$ cat config.mk
export PLATFORM = sky130hd
export DESIGN_NAME = alpha_blend_pixel_write
export DESIGN_NICKNAME = d
export VERILOG_FILES = /design/src/design/abpw_pkg.sv /design/src/design/abpw_front.sv /design/src/design/abpw_div_stage.sv /design/src/design/alpha_blend_pixel_write.sv
export SDC_FILE = /design/constraint.sdc
export NUM_CORES = 2
export LEC_CHECK = 0
export ABC_AREA = 1
export BUFFER_PORTS_ARGS = -buffer_cell sky130_fd_sc_hd__clkbuf_2
export CAP_MARGIN = 30
export CORE_MARGIN = 4
export CORE_UTILIZATION = 45
export DETAILED_ROUTE_END_ITERATION = 8
export PLACE_DENSITY_LB_ADDON = 0.05
export SETUP_SLACK_MARGIN = 0.02
export SYNTH_ARGS = -nofsm -noshare
export SYNTH_HDL_FRONTEND = slang
export SYNTH_SLANG_ARGS = --single-unit
$ cat constraint.sdc
create_clock -name clk_i -period 14.2 [get_ports clk_i]
set_clock_uncertainty 0.15 [all_clocks]
set_input_delay 2.84 -clock clk_i [delete_from_list [all_inputs] [get_ports clk_i]]
set_output_delay 2.84 -clock clk_i [all_outputs]
set_load 0.005 [all_outputs]
$ cat src/design/abpw_pkg.sv
`timescale 1ns / 1ps
// ---------------------------------------------------------------------------
// abpw_pkg: shared types and constants of the alpha blend pixel writer
// Lane layout of the pipelined divider and the side data that travels with it.
// ---------------------------------------------------------------------------
package abpw_pkg;

  localparam int COORD_BITS = 16;
  localparam int REG_W      = 13;
  localparam int CMP_W      = (COORD_BITS > REG_W) ? COORD_BITS : REG_W;

  // Dividend 2*num+den stays below 2^25; one spare bit.
  localparam int NUM_W      = 26;
  localparam int Q_W        = 9;
  localparam int STEPS      = 3;
  localparam int DIV_STAGES = Q_W / STEPS;
  localparam int LANES      = 4;
  localparam int LANE_A     = 3;

  localparam logic [REG_W-1:0] WIDTH_RST  = REG_W'(640);
  localparam logic [REG_W-1:0] HEIGHT_RST = REG_W'(480);

  localparam logic CFG_FRAME_WIDTH  = 1'b0;
  localparam logic CFG_FRAME_HEIGHT = 1'b1;

  typedef enum logic [1:0] {
    MODE_DROP,
    MODE_COPY,
    MODE_BLEND,
    MODE_BLACK
  } mode_e;

  typedef struct packed {
    logic [NUM_W-1:0] rem;
    logic [NUM_W-1:0] dsh;
    logic [Q_W-1:0]   quot;
  } lane_t;

  typedef struct packed {
    mode_e          mode;
    logic [2:0][7:0] color;
  } side_t;

endpackage

$ cat src/design/abpw_front.sv
`timescale 1ns / 1ps
`default_nettype none
// ---------------------------------------------------------------------------
// abpw_front: clip, products and divider setup
// Two register stages: 8x8 products, then numerators and blend denominator.
// ---------------------------------------------------------------------------
module abpw_front (
  input  wire logic                              clk_i,
  input  wire logic                              rst_ni,
  input  wire logic                              valid_i,
  input  wire logic [abpw_pkg::COORD_BITS-1:0]   pos_x_i,
  input  wire logic [abpw_pkg::COORD_BITS-1:0]   pos_y_i,
  input  wire logic [2:0][7:0]                   src_i,
  input  wire logic [7:0]                        src_alpha_i,
  input  wire logic [2:0][7:0]                   dst_i,
  input  wire logic [7:0]                        dst_alpha_i,
  input  wire logic [abpw_pkg::REG_W-1:0]        width_i,
  input  wire logic [abpw_pkg::REG_W-1:0]        height_i,
  output logic                                   valid_o,
  output abpw_pkg::lane_t [abpw_pkg::LANES-1:0]  lanes_o,
  output abpw_pkg::side_t                        side_o
);
  import abpw_pkg::*;

  logic               va_q;
  mode_e              mode_a_d, mode_a_q;
  logic [2:0][7:0]    src_a_q;
  logic [2:0][15:0]   ssa_d, ssa_q, dda_d, dda_q;
  logic [7:0]         sa_a_q, da_a_q, inv_a_q;
  logic [CMP_W-1:0]   x_ext, y_ext;
  logic               clip;

  logic [16:0]        den;
  logic [NUM_W-1:0]   num [3];
  logic               vb_q;
  lane_t [LANES-1:0]  lanes_d, lanes_q;
  side_t              side_d, side_q;

  assign x_ext = CMP_W'(pos_x_i);
  assign y_ext = CMP_W'(pos_y_i);
  assign clip  = pos_x_i[COORD_BITS-1] || pos_y_i[COORD_BITS-1] ||
                 (x_ext >= CMP_W'(width_i)) || (y_ext >= CMP_W'(height_i));

  always_comb begin
    for (int i = 0; i < 3; i++) begin
      ssa_d[i] = 16'(src_i[i]) * 16'(src_alpha_i);
      dda_d[i] = 16'(dst_i[i]) * 16'(dst_alpha_i);
    end
    if (clip || src_alpha_i == 8'd0) begin
      mode_a_d = MODE_DROP;
    end else if (src_alpha_i == 8'd255) begin
      mode_a_d = MODE_COPY;
    end else begin
      mode_a_d = MODE_BLEND;
    end
  end

  always_ff @(posedge clk_i or negedge rst_ni) begin
    if (!rst_ni) begin
      va_q <= 1'b0;
      vb_q <= 1'b0;
    end else begin
      va_q <= valid_i;
      vb_q <= va_q;
    end
  end

  always_ff @(posedge clk_i) begin
    mode_a_q <= mode_a_d;
    src_a_q  <= src_i;
    ssa_q    <= ssa_d;
    dda_q    <= dda_d;
    sa_a_q   <= src_alpha_i;
    da_a_q   <= dst_alpha_i;
    inv_a_q  <= 8'd255 - src_alpha_i;
  end

  // den = sa*255 + da*(255-sa); times 255 as shift and subtract.
  // Divisors enter shifted up by the quotient width (nine bits).
  always_comb begin
    den = ({1'b0, sa_a_q, 8'b0} - 17'(sa_a_q)) + 17'(16'(da_a_q) * 16'(inv_a_q));
    for (int i = 0; i < 3; i++) begin
      num[i] = NUM_W'({ssa_q[i], 8'b0} - 24'(ssa_q[i])) +
               NUM_W'(24'(dda_q[i]) * 24'(inv_a_q));
      lanes_d[i].rem  = (num[i] << 1) + NUM_W'(den);
      lanes_d[i].dsh  = NUM_W'(den) << (Q_W + 1);
      lanes_d[i].quot = '0;
    end
    lanes_d[LANE_A].rem  = (NUM_W'(den) << 1) + NUM_W'(255);
    lanes_d[LANE_A].dsh  = NUM_W'(510) << Q_W;
    lanes_d[LANE_A].quot = '0;
    side_d.color = src_a_q;
    side_d.mode  = (mode_a_q == MODE_BLEND && den == 17'd0) ? MODE_BLACK : mode_a_q;
  end

  always_ff @(posedge clk_i) begin
    lanes_q <= lanes_d;
    side_q  <= side_d;
  end

  assign valid_o = vb_q;
  assign lanes_o = lanes_q;
  assign side_o  = side_q;

endmodule
`default_nettype wire

$ cat src/design/abpw_div_stage.sv
`timescale 1ns / 1ps
`default_nettype none
// ---------------------------------------------------------------------------
// abpw_div_stage: one stage of the restoring divider
// Resolves three quotient bits on every lane, then registers.
// ---------------------------------------------------------------------------
module abpw_div_stage (
  input  wire logic                              clk_i,
  input  wire logic                              rst_ni,
  input  wire logic                              valid_i,
  input  abpw_pkg::lane_t [abpw_pkg::LANES-1:0]  lanes_i,
  input  abpw_pkg::side_t                        side_i,
  output logic                                   valid_o,
  output abpw_pkg::lane_t [abpw_pkg::LANES-1:0]  lanes_o,
  output abpw_pkg::side_t                        side_o
);
  import abpw_pkg::*;

  logic               valid_q;
  lane_t [LANES-1:0]  lanes_d, lanes_q;
  side_t              side_q;

  // Divisor enters pre-shifted; halve it before each step.
  always_comb begin
    lanes_d = lanes_i;
    for (int l = 0; l < LANES; l++) begin
      for (int s = 0; s < STEPS; s++) begin
        lanes_d[l].dsh = lanes_d[l].dsh >> 1;
        if (lanes_d[l].rem >= lanes_d[l].dsh) begin
          lanes_d[l].rem  = lanes_d[l].rem - lanes_d[l].dsh;
          lanes_d[l].quot = {lanes_d[l].quot[Q_W-2:0], 1'b1};
        end else begin
          lanes_d[l].quot = {lanes_d[l].quot[Q_W-2:0], 1'b0};
        end
      end
    end
  end

  always_ff @(posedge clk_i or negedge rst_ni) begin
    if (!rst_ni) begin
      valid_q <= 1'b0;
    end else begin
      valid_q <= valid_i;
    end
  end

  always_ff @(posedge clk_i) begin
    lanes_q <= lanes_d;
    side_q  <= side_i;
  end

  assign valid_o = valid_q;
  assign lanes_o = lanes_q;
  assign side_o  = side_q;

endmodule
`default_nettype wire

$ cat src/design/alpha_blend_pixel_write.sv
`timescale 1ns / 1ps
`default_nettype none
// ---------------------------------------------------------------------------
// alpha_blend_pixel_write: clipped source-over RGBA8 pixel blend
// Six-stage pipeline, one request per clock, one result per request.
// ---------------------------------------------------------------------------
//  channel  | handshake                  | payload
//  request  | start_i, busy_o (always 0) | pos_x/y, src_*, dst_*
//  result   | done_o strobe, one cycle   | write_enable, out_*
//  config   | cfg_valid_i, cfg_ready_o   | cfg_index_i, cfg_data_i
//
// Six register stages: two front stages (products, then numerators and
// denominator), three divider stages of three quotient bits each, and the
// output register. A new request is taken in every cycle; the pipeline never
// stalls since the receiver takes each result as it appears. Reset clears
// the valid bits and loads frame size 640 x 480.
// ---------------------------------------------------------------------------
module alpha_blend_pixel_write (
  input  wire logic                             clk_i,
  input  wire logic                             rst_ni,
  input  wire logic                             start_i,
  output logic                                  busy_o,
  input  wire logic [abpw_pkg::COORD_BITS-1:0]  pos_x_i,
  input  wire logic [abpw_pkg::COORD_BITS-1:0]  pos_y_i,
  input  wire logic [7:0]                       src_red_i,
  input  wire logic [7:0]                       src_green_i,
  input  wire logic [7:0]                       src_blue_i,
  input  wire logic [7:0]                       src_alpha_i,
  input  wire logic [7:0]                       dst_red_i,
  input  wire logic [7:0]                       dst_green_i,
  input  wire logic [7:0]                       dst_blue_i,
  input  wire logic [7:0]                       dst_alpha_i,
  output logic                                  done_o,
  output logic                                  write_enable_o,
  output logic [7:0]                            out_red_o,
  output logic [7:0]                            out_green_o,
  output logic [7:0]                            out_blue_o,
  output logic [7:0]                            out_alpha_o,
  input  wire logic                             cfg_valid_i,
  output logic                                  cfg_ready_o,
  input  wire logic                             cfg_index_i,
  input  wire logic [abpw_pkg::REG_W-1:0]       cfg_data_i
);
  import abpw_pkg::*;

  logic [REG_W-1:0]   width_q, height_q;
  logic               accept;

  logic               vld  [DIV_STAGES+1];
  lane_t [LANES-1:0]  lanes [DIV_STAGES+1];
  side_t              side  [DIV_STAGES+1];

  logic [3:0][7:0]    quot8;
  logic               done_q, we_d, we_q;
  logic [3:0][7:0]    pix_d, pix_q;

  assign busy_o      = 1'b0;
  assign cfg_ready_o = 1'b1;
  assign accept      = start_i && !busy_o;

  // Frame size registers; only two indexes exist.
  always_ff @(posedge clk_i or negedge rst_ni) begin
    if (!rst_ni) begin
      width_q  <= WIDTH_RST;
      height_q <= HEIGHT_RST;
    end else if (cfg_valid_i && cfg_ready_o) begin
      unique case (cfg_index_i)
        CFG_FRAME_WIDTH:  width_q  <= cfg_data_i;
        CFG_FRAME_HEIGHT: height_q <= cfg_data_i;
        default: ;
      endcase
    end
  end

  abpw_front u_front (
    .clk_i       (clk_i),
    .rst_ni      (rst_ni),
    .valid_i     (accept),
    .pos_x_i     (pos_x_i),
    .pos_y_i     (pos_y_i),
    .src_i       ({src_blue_i, src_green_i, src_red_i}),
    .src_alpha_i (src_alpha_i),
    .dst_i       ({dst_blue_i, dst_green_i, dst_red_i}),
    .dst_alpha_i (dst_alpha_i),
    .width_i     (width_q),
    .height_i    (height_q),
    .valid_o     (vld[0]),
    .lanes_o     (lanes[0]),
    .side_o      (side[0])
  );

  // Divider: each stage resolves three quotient bits on all four lanes.
  for (genvar g = 0; g < DIV_STAGES; g++) begin : g_div
    abpw_div_stage u_stage (
      .clk_i   (clk_i),
      .rst_ni  (rst_ni),
      .valid_i (vld[g]),
      .lanes_i (lanes[g]),
      .side_i  (side[g]),
      .valid_o (vld[g+1]),
      .lanes_o (lanes[g+1]),
      .side_o  (side[g+1])
    );
  end

  // Saturate quotients and pick the result by mode.
  always_comb begin
    for (int l = 0; l < LANES; l++) begin
      quot8[l] = lanes[DIV_STAGES][l].quot[Q_W-1] ? 8'd255
                                                 : lanes[DIV_STAGES][l].quot[7:0];
    end
    case (side[DIV_STAGES].mode)
      MODE_COPY: begin
        we_d  = 1'b1;
        pix_d = {8'd255, side[DIV_STAGES].color};
      end
      MODE_BLEND: begin
        we_d  = 1'b1;
        pix_d = quot8;
      end
      MODE_BLACK: begin
        we_d  = 1'b1;
        pix_d = '0;
      end
      default: begin
        we_d  = 1'b0;
        pix_d = '0;
      end
    endcase
  end

  always_ff @(posedge clk_i or negedge rst_ni) begin
    if (!rst_ni) begin
      done_q <= 1'b0;
    end else begin
      done_q <= vld[DIV_STAGES];
    end
  end

  always_ff @(posedge clk_i) begin
    we_q  <= we_d;
    pix_q <= pix_d;
  end

  assign done_o         = done_q;
  assign write_enable_o = we_q;
  assign out_red_o      = pix_q[0];
  assign out_green_o    = pix_q[1];
  assign out_blue_o     = pix_q[2];
  assign out_alpha_o    = pix_q[LANE_A];

  // Every accepted request leaves the pipe as a done strobe.
  a_latency: assert property (@(posedge clk_i) disable iff (!rst_ni)
    accept |-> ##6 done_o)
    else $error("request lost in pipeline");

  a_no_spurious: assert property (@(posedge clk_i) disable iff (!rst_ni)
    done_o |-> $past(accept, 6))
    else $error("result without request");

  a_drop_zero: assert property (@(posedge clk_i) disable iff (!rst_ni)
    (done_o && !write_enable_o) |->
      (out_red_o == 8'd0 && out_green_o == 8'd0 && out_blue_o == 8'd0 &&
       out_alpha_o == 8'd0))
    else $error("dropped pixel carries color");

  a_alpha_zero: assert property (@(posedge clk_i) disable iff (!rst_ni)
    (done_o && write_enable_o && out_alpha_o == 8'd0) |->
      (out_red_o == 8'd0 && out_green_o == 8'd0 && out_blue_o == 8'd0))
    else $error("transparent write with color");

endmodule
`default_nettype wire

---- After elaboration in Yosys (flattened, before gate mapping) ----
Index checks and enable logic that the tools add are counted.
storage, ports and cells
  register bits after elaboration ......... 747
  output and inout bits ................... 36
cells by class
  $add $sub $neg .......................... 45
  $mul .................................... 10
  $lt $le $gt $ge ......................... 38
  eq/ne operators ......................... 5
  mux-type cells .......................... 75
  bitwise logic cells ..................... 1
  reduce and logical (&&, ||, !) cells .... 10
operators by type and width
  cell                                          count
  two-way mux 26 bit                            32
  multiplier 8 x 8 -> 16 bit                    7
  adder 26 x 17 -> 26 bit                       3
  greater-or-equal comparator 26 x 17 -> 1 bit  3
  greater-or-equal comparator 26 x 18 -> 1 bit  3
  greater-or-equal comparator 26 x 19 -> 1 bit  3
  greater-or-equal comparator 26 x 20 -> 1 bit  3
  greater-or-equal comparator 26 x 21 -> 1 bit  3
  greater-or-equal comparator 26 x 22 -> 1 bit  3
  greater-or-equal comparator 26 x 23 -> 1 bit  3
  greater-or-equal comparator 26 x 24 -> 1 bit  3
  greater-or-equal comparator 26 x 25 -> 1 bit  3
  subtractor 26 x 18 -> 26 bit                  3
  subtractor 26 x 19 -> 26 bit                  3
  subtractor 26 x 20 -> 26 bit                  3
  subtractor 26 x 21 -> 26 bit                  3
  subtractor 26 x 22 -> 26 bit                  3
  subtractor 26 x 23 -> 26 bit                  3
  subtractor 26 x 24 -> 26 bit                  3
  subtractor 26 x 25 -> 26 bit                  3
  adder 25 x 24 -> 25 bit                       3
  subtractor 24 x 16 -> 25 bit                  3
  multiplier 16 x 8 -> 24 bit                   3
  one-hot mux 32 bit (2 select lines)           1
  35 further kinds                              81

---- Depth between registers and ports, before layout ----
  depth in word-level cells ............... 6
  gate-level depth with buffers ........... 52
  gate-level depth less buffers ........... 49

---- Modules after synthesis ----
From an unflattened synthesis, not the netlist that was laid out.
unflattened totals
  cells, all modules ...................... 17,767
  area total of the unflattened synthesis .. 121,970.7 um2
by module, submodules not included
  module                              times used  cells an instance  area an instance (um2)  seq. area each (um2)
  abpw_front                          1           5,853              44,046.0                5,675.4
  abpw_div_stage at g_div[0].u_stage  1           4,058              25,891.1                5,190.0
  abpw_div_stage at g_div[1].u_stage  1           3,837              24,848.8                5,190.0
  abpw_div_stage at g_div[2].u_stage  1           3,778              24,835.1                5,190.0
  alpha_blend_pixel_write             1           241                2,349.8                 1,343.8

---- Worst setup path after synthesis ----
No wires, ideal clock.
  path kind ............................... register to register
  start point ............................. reg, netlist name u_front.lanes_o[20]
  end point ............................... reg g_div[0].u_stage.lanes_q, in the netlist g_div[0].u_stage.lanes_o[178]
  arrival ................................. 7.136 ns
  required time ........................... 13.935 ns
  path slack .............................. 6.798 ns
  cell stages (with the launch flop) ...... 43
  path buffers ............................ 2
  cells stage by stage .................... dfxtp_1 -> inv_1 -> ha_1 -> nand2_1 -> nor2_1 -> nor2_1 -> o21ai_1 -> nand3_1 -> nand4_1 -> nand2_1 -> nand2_1 -> inv_1 -> or2_2 -> o21ai_0 -> inv_1 -> fa_1 -> o21ai_0 -> a21boi_0 -> (+7 left out) -> nand2_1 -> o21ai_0 -> ha_1 -> a21oi_1 -> nand2_1 -> a21oi_1 -> o21bai_1 -> a21boi_0 -> o21ai_0 -> a31oi_1 -> o21ai_0 -> nand2_1 -> nand2_1 -> nor2_1 -> nand3_1 -> buf_2 -> nand2_1 -> nand2_1
RTL lines
  item                  line                  source
  to (signal assigned)  abpw_div_stage.sv:48  lanes_q <= lanes_d;
  to (decl)             abpw_div_stage.sv:20  lane_t [LANES-1:0] lanes_d, lanes_q;

==> run_results.csv <==
group,metric,value,unit
yosys,synthFlopType,"dfxtp_1",
drt,drtPass1Iterations,6,
critical_path,path_common_cell,"nand2_1",
grt,grt_pass1_vias,71600,
critical_path,cp.required,14640,ps
yosys,ys_ff_latch,728,
cells_and_area,final_common_cell,"nand2_1",
min_path,min_from,"g_div[1].u_stage.side_o[23]",
cts,post-cts-setup-buffers,0,
critical_path,r2r_slack,3400,ps
sta,max_freq,92.6,MHz
yosys,syn_area,82000,sq um
cts,clock_sinks,728,
sta,hold_viol,0,
sta,setup_viol,0,
yosys,avgSynthCellArea,7.12,sq um
drt,num_vias,71500,
drt,drc_errors,0,
yosys,synth_warnings,0,
yosys,synth-edff-count,0,
cts,cts_buffers,84,
critical_path,rr_startpoint,"u_front.lanes_o[20]",
cts,clk_transition_reported_paths,60,ps
grt,grt_max_degree,49,
critical_path,path_buf_inv,4,
cts,root_buffer,"clkbuf_16",
sta,holdWs,171,ps
critical_path,startpoint,"u_front.lanes_o[20]",
yosys,synth_seq_area_share,0.180,
die,die_x,435,um
cells_and_area,final_nets,13200,
cts,hold_buffers,0,
die,coreArea,181000,sq um
yosys,synth.distinct_cells,72,
status,outcome,"finished clean",
critical_path,start_kind,"register",
cts,cts_max_path_buffers,3,
placement,dp_hpwl,215,mm
sta,slew_headroom,0.293,
cells_and_area,drive_gt1_frac,0.0458,
drt,ant_nets,0,
sta,finalMaxSlewViolations,0,
critical_path,critical-path-top-delay-family,"compound AO/OA/AOI/OAI gates",
die,die_h,435,um
critical_path,cp_max_fo,22,
drt,drt_iter0_drc,4206,
grt,antenna_found_initial,18,
critical_path,cp.arrival,11240,ps
cts,cts_tree,"done",
critical_path,slowest_delay,760,ps
grt,track_usage,0.270,
sta,rsz0062_at_grt,"false",
grt,grt_pass1_wl,404,mm
placement,portBuffers,147,
die,start_util,0.453,
yosys,synth_cells,11500,
drt,routed_wl,258,mm
cts,h-tree-depth,3,
sta,finalWorstPathRequiredPeriod,10800,ps
drt,post_drt_wl_per_cell,18.4,um
yosys,synthArstFlopShare,0.0440,
die,rows,156,
sta,fin_setup_tns,0,ps
min_path,min_path_type,"reg -> reg",
critical_path,critPathCaptureType,"register",
die,boundaryPins,150,
cells_and_area,fin_util,0.486,
critical_path,criticalPathCategory,"reg -> reg",
placement,gp_congestion,0.978,
flow_run,max_cap_violations,0,
critical_path,slowest_stage,"dfxtp_1",
grt,gr-total-overflow,0,
drt,via_per_inst,5.11,
cts,cts_resized,0,
cells_and_area,layout_common_cells,"nand2_1, inv_1, ha_1",
cells_and_area,area_delta_synth_final,7.23,%
die,die_area,189000,sq um
sta,post-route-period-util,0.761,
sta,worst_slew_pin_slew,1060,ps
cts,clk_latency,730,ps
[cell type report]
type	instances	area [sq um]
diodes	11	27.5
clock buffers	115	2420
clock inverters	39	517
fillers	18500	93000
inverters	2236	8400
multi-input cells	8260	57500
flip-flops and latches	728	14800
well taps	2370	2970
repair buffers	228	1360
[cells by family (layout without fill, tap and decap cells)]
kind of cell    after synthesis  in the layout  share of synthesized area
flops                       728            728                      0.180
xor+xnor                    613            613                     0.0655
buf+inv                    2539           2618                      0.119
mux                           1              1                   0.000137
fa+ha+maj                  1594           1594                      0.301
compound gates             1557           1557                      0.104
simple gates               4490           4490                      0.230
other cells                   2             16                  0.0000916
[Yosys cell counts (11+ instances only)]
library cell,instances,area [sq um]
nand2_1,2901,10900
inv_1,2224,8350
ha_1,959,12000
dfxtp_1,696,13900
a21oi_1,667,3340
fa_1,635,12700
nor2_1,633,2380
o21ai_0,566,2830
nand3_1,459,2300
xor2_1,375,3280
xnor2_1,238,2080
nand4_1,194,1210
clkbuf_1,154,578
nor3_1,84,420
clkbuf_2,74,370
o21bai_1,54,405
a21o_1,51,383
nor4_1,42,263
o21ai_1,40,200
a21boi_0,37,278
or2_2,35,219
a31oi_1,34,213
nand3b_1,34,255
buf_2,32,160
nand3_2,28,280
dfrtp_1,26,651
nand2_2,25,156
buf_1,23,86.3
o21a_1,19,143
nor2_4,14,158
o211ai_1,14,105
and2_1,13,81.3
nor2_2,12,75.1
o221ai_1,12,105
o31ai_1,11,82.6
[per-layer routing]
layer / global-route usage / share of wire / vias up / wire, um
li1: - / - / 36200 / -
met1: 0.336 / 0.43 / 33500 / 112000
met2: 0.470 / 0.48 / 1340 / 123000
met3: 0.0225 / 0.032 / 410 / 8250
met4: 0.131 / 0.057 / 0 / 14600
met5: 0 / 0 / - / 0
[sequential cells by signal, indices dropped and copies added (netlist names), 2 cells and up]
signal,flops
u_front.side_o,26
out_blue_o,8
u_front.ssa_q,48
u_front.lanes_o,109
u_front.mode_a_q,2
out_alpha_o,8
g_div.u_stage.valid_o,3
g_div.u_stage.lanes_o,304
width_q,13
u_front.sa_a_q,8
u_front.side_d,24
u_front.inv_a_q,8
out_green_o,8
u_front.da_a_q,8
u_front.dda_q,48
g_div.u_stage.side_o,78
height_q,13
out_red_o,8
[worst paths after layout]
| kind | to | depth (start not counted) |
|---|---|---|
| setup / recovery | g_div[0].u_stage.lanes_o[166] | 39 |
| hold / removal | g_div[2].u_stage.side_o[23] | 0 |
| setup reg to reg | g_div[0].u_stage.lanes_o[166] | 39 |
| hold reg to reg | g_div[2].u_stage.side_o[23] | 0 |
| max in group asynchronous | height_q[11] | 1 |
| min in group asynchronous | width_q[0] | 1 |
[per-stage QoR]
step,std cells,setup WS (ps),cell area (sq um)
5_1_grt,14000,2160,87900
2_1_floorplan,11500,6800,82000
3_5_place_dp,13800,3430,85000
6_report,14000,3400,87900
3_3_place_gp,13800,2580,84900
4_1_cts,14000,3420,87900
[worst reg2reg max path: cells and delay by family (launching register included)]
kind | cells | cell delay, ps
AO/OA/AOI/OAI | 16 | 3830
flip-flops | 1 | 760
AND/OR/NAND/NOR | 16 | 3130
adder cells (fa/ha/maj) | 3 | 1280
buffers and inverters | 4 | 1510
Power is not shown: default switching activity piles up to over one toggle a cycle in this logic, so the estimate is an artifact.
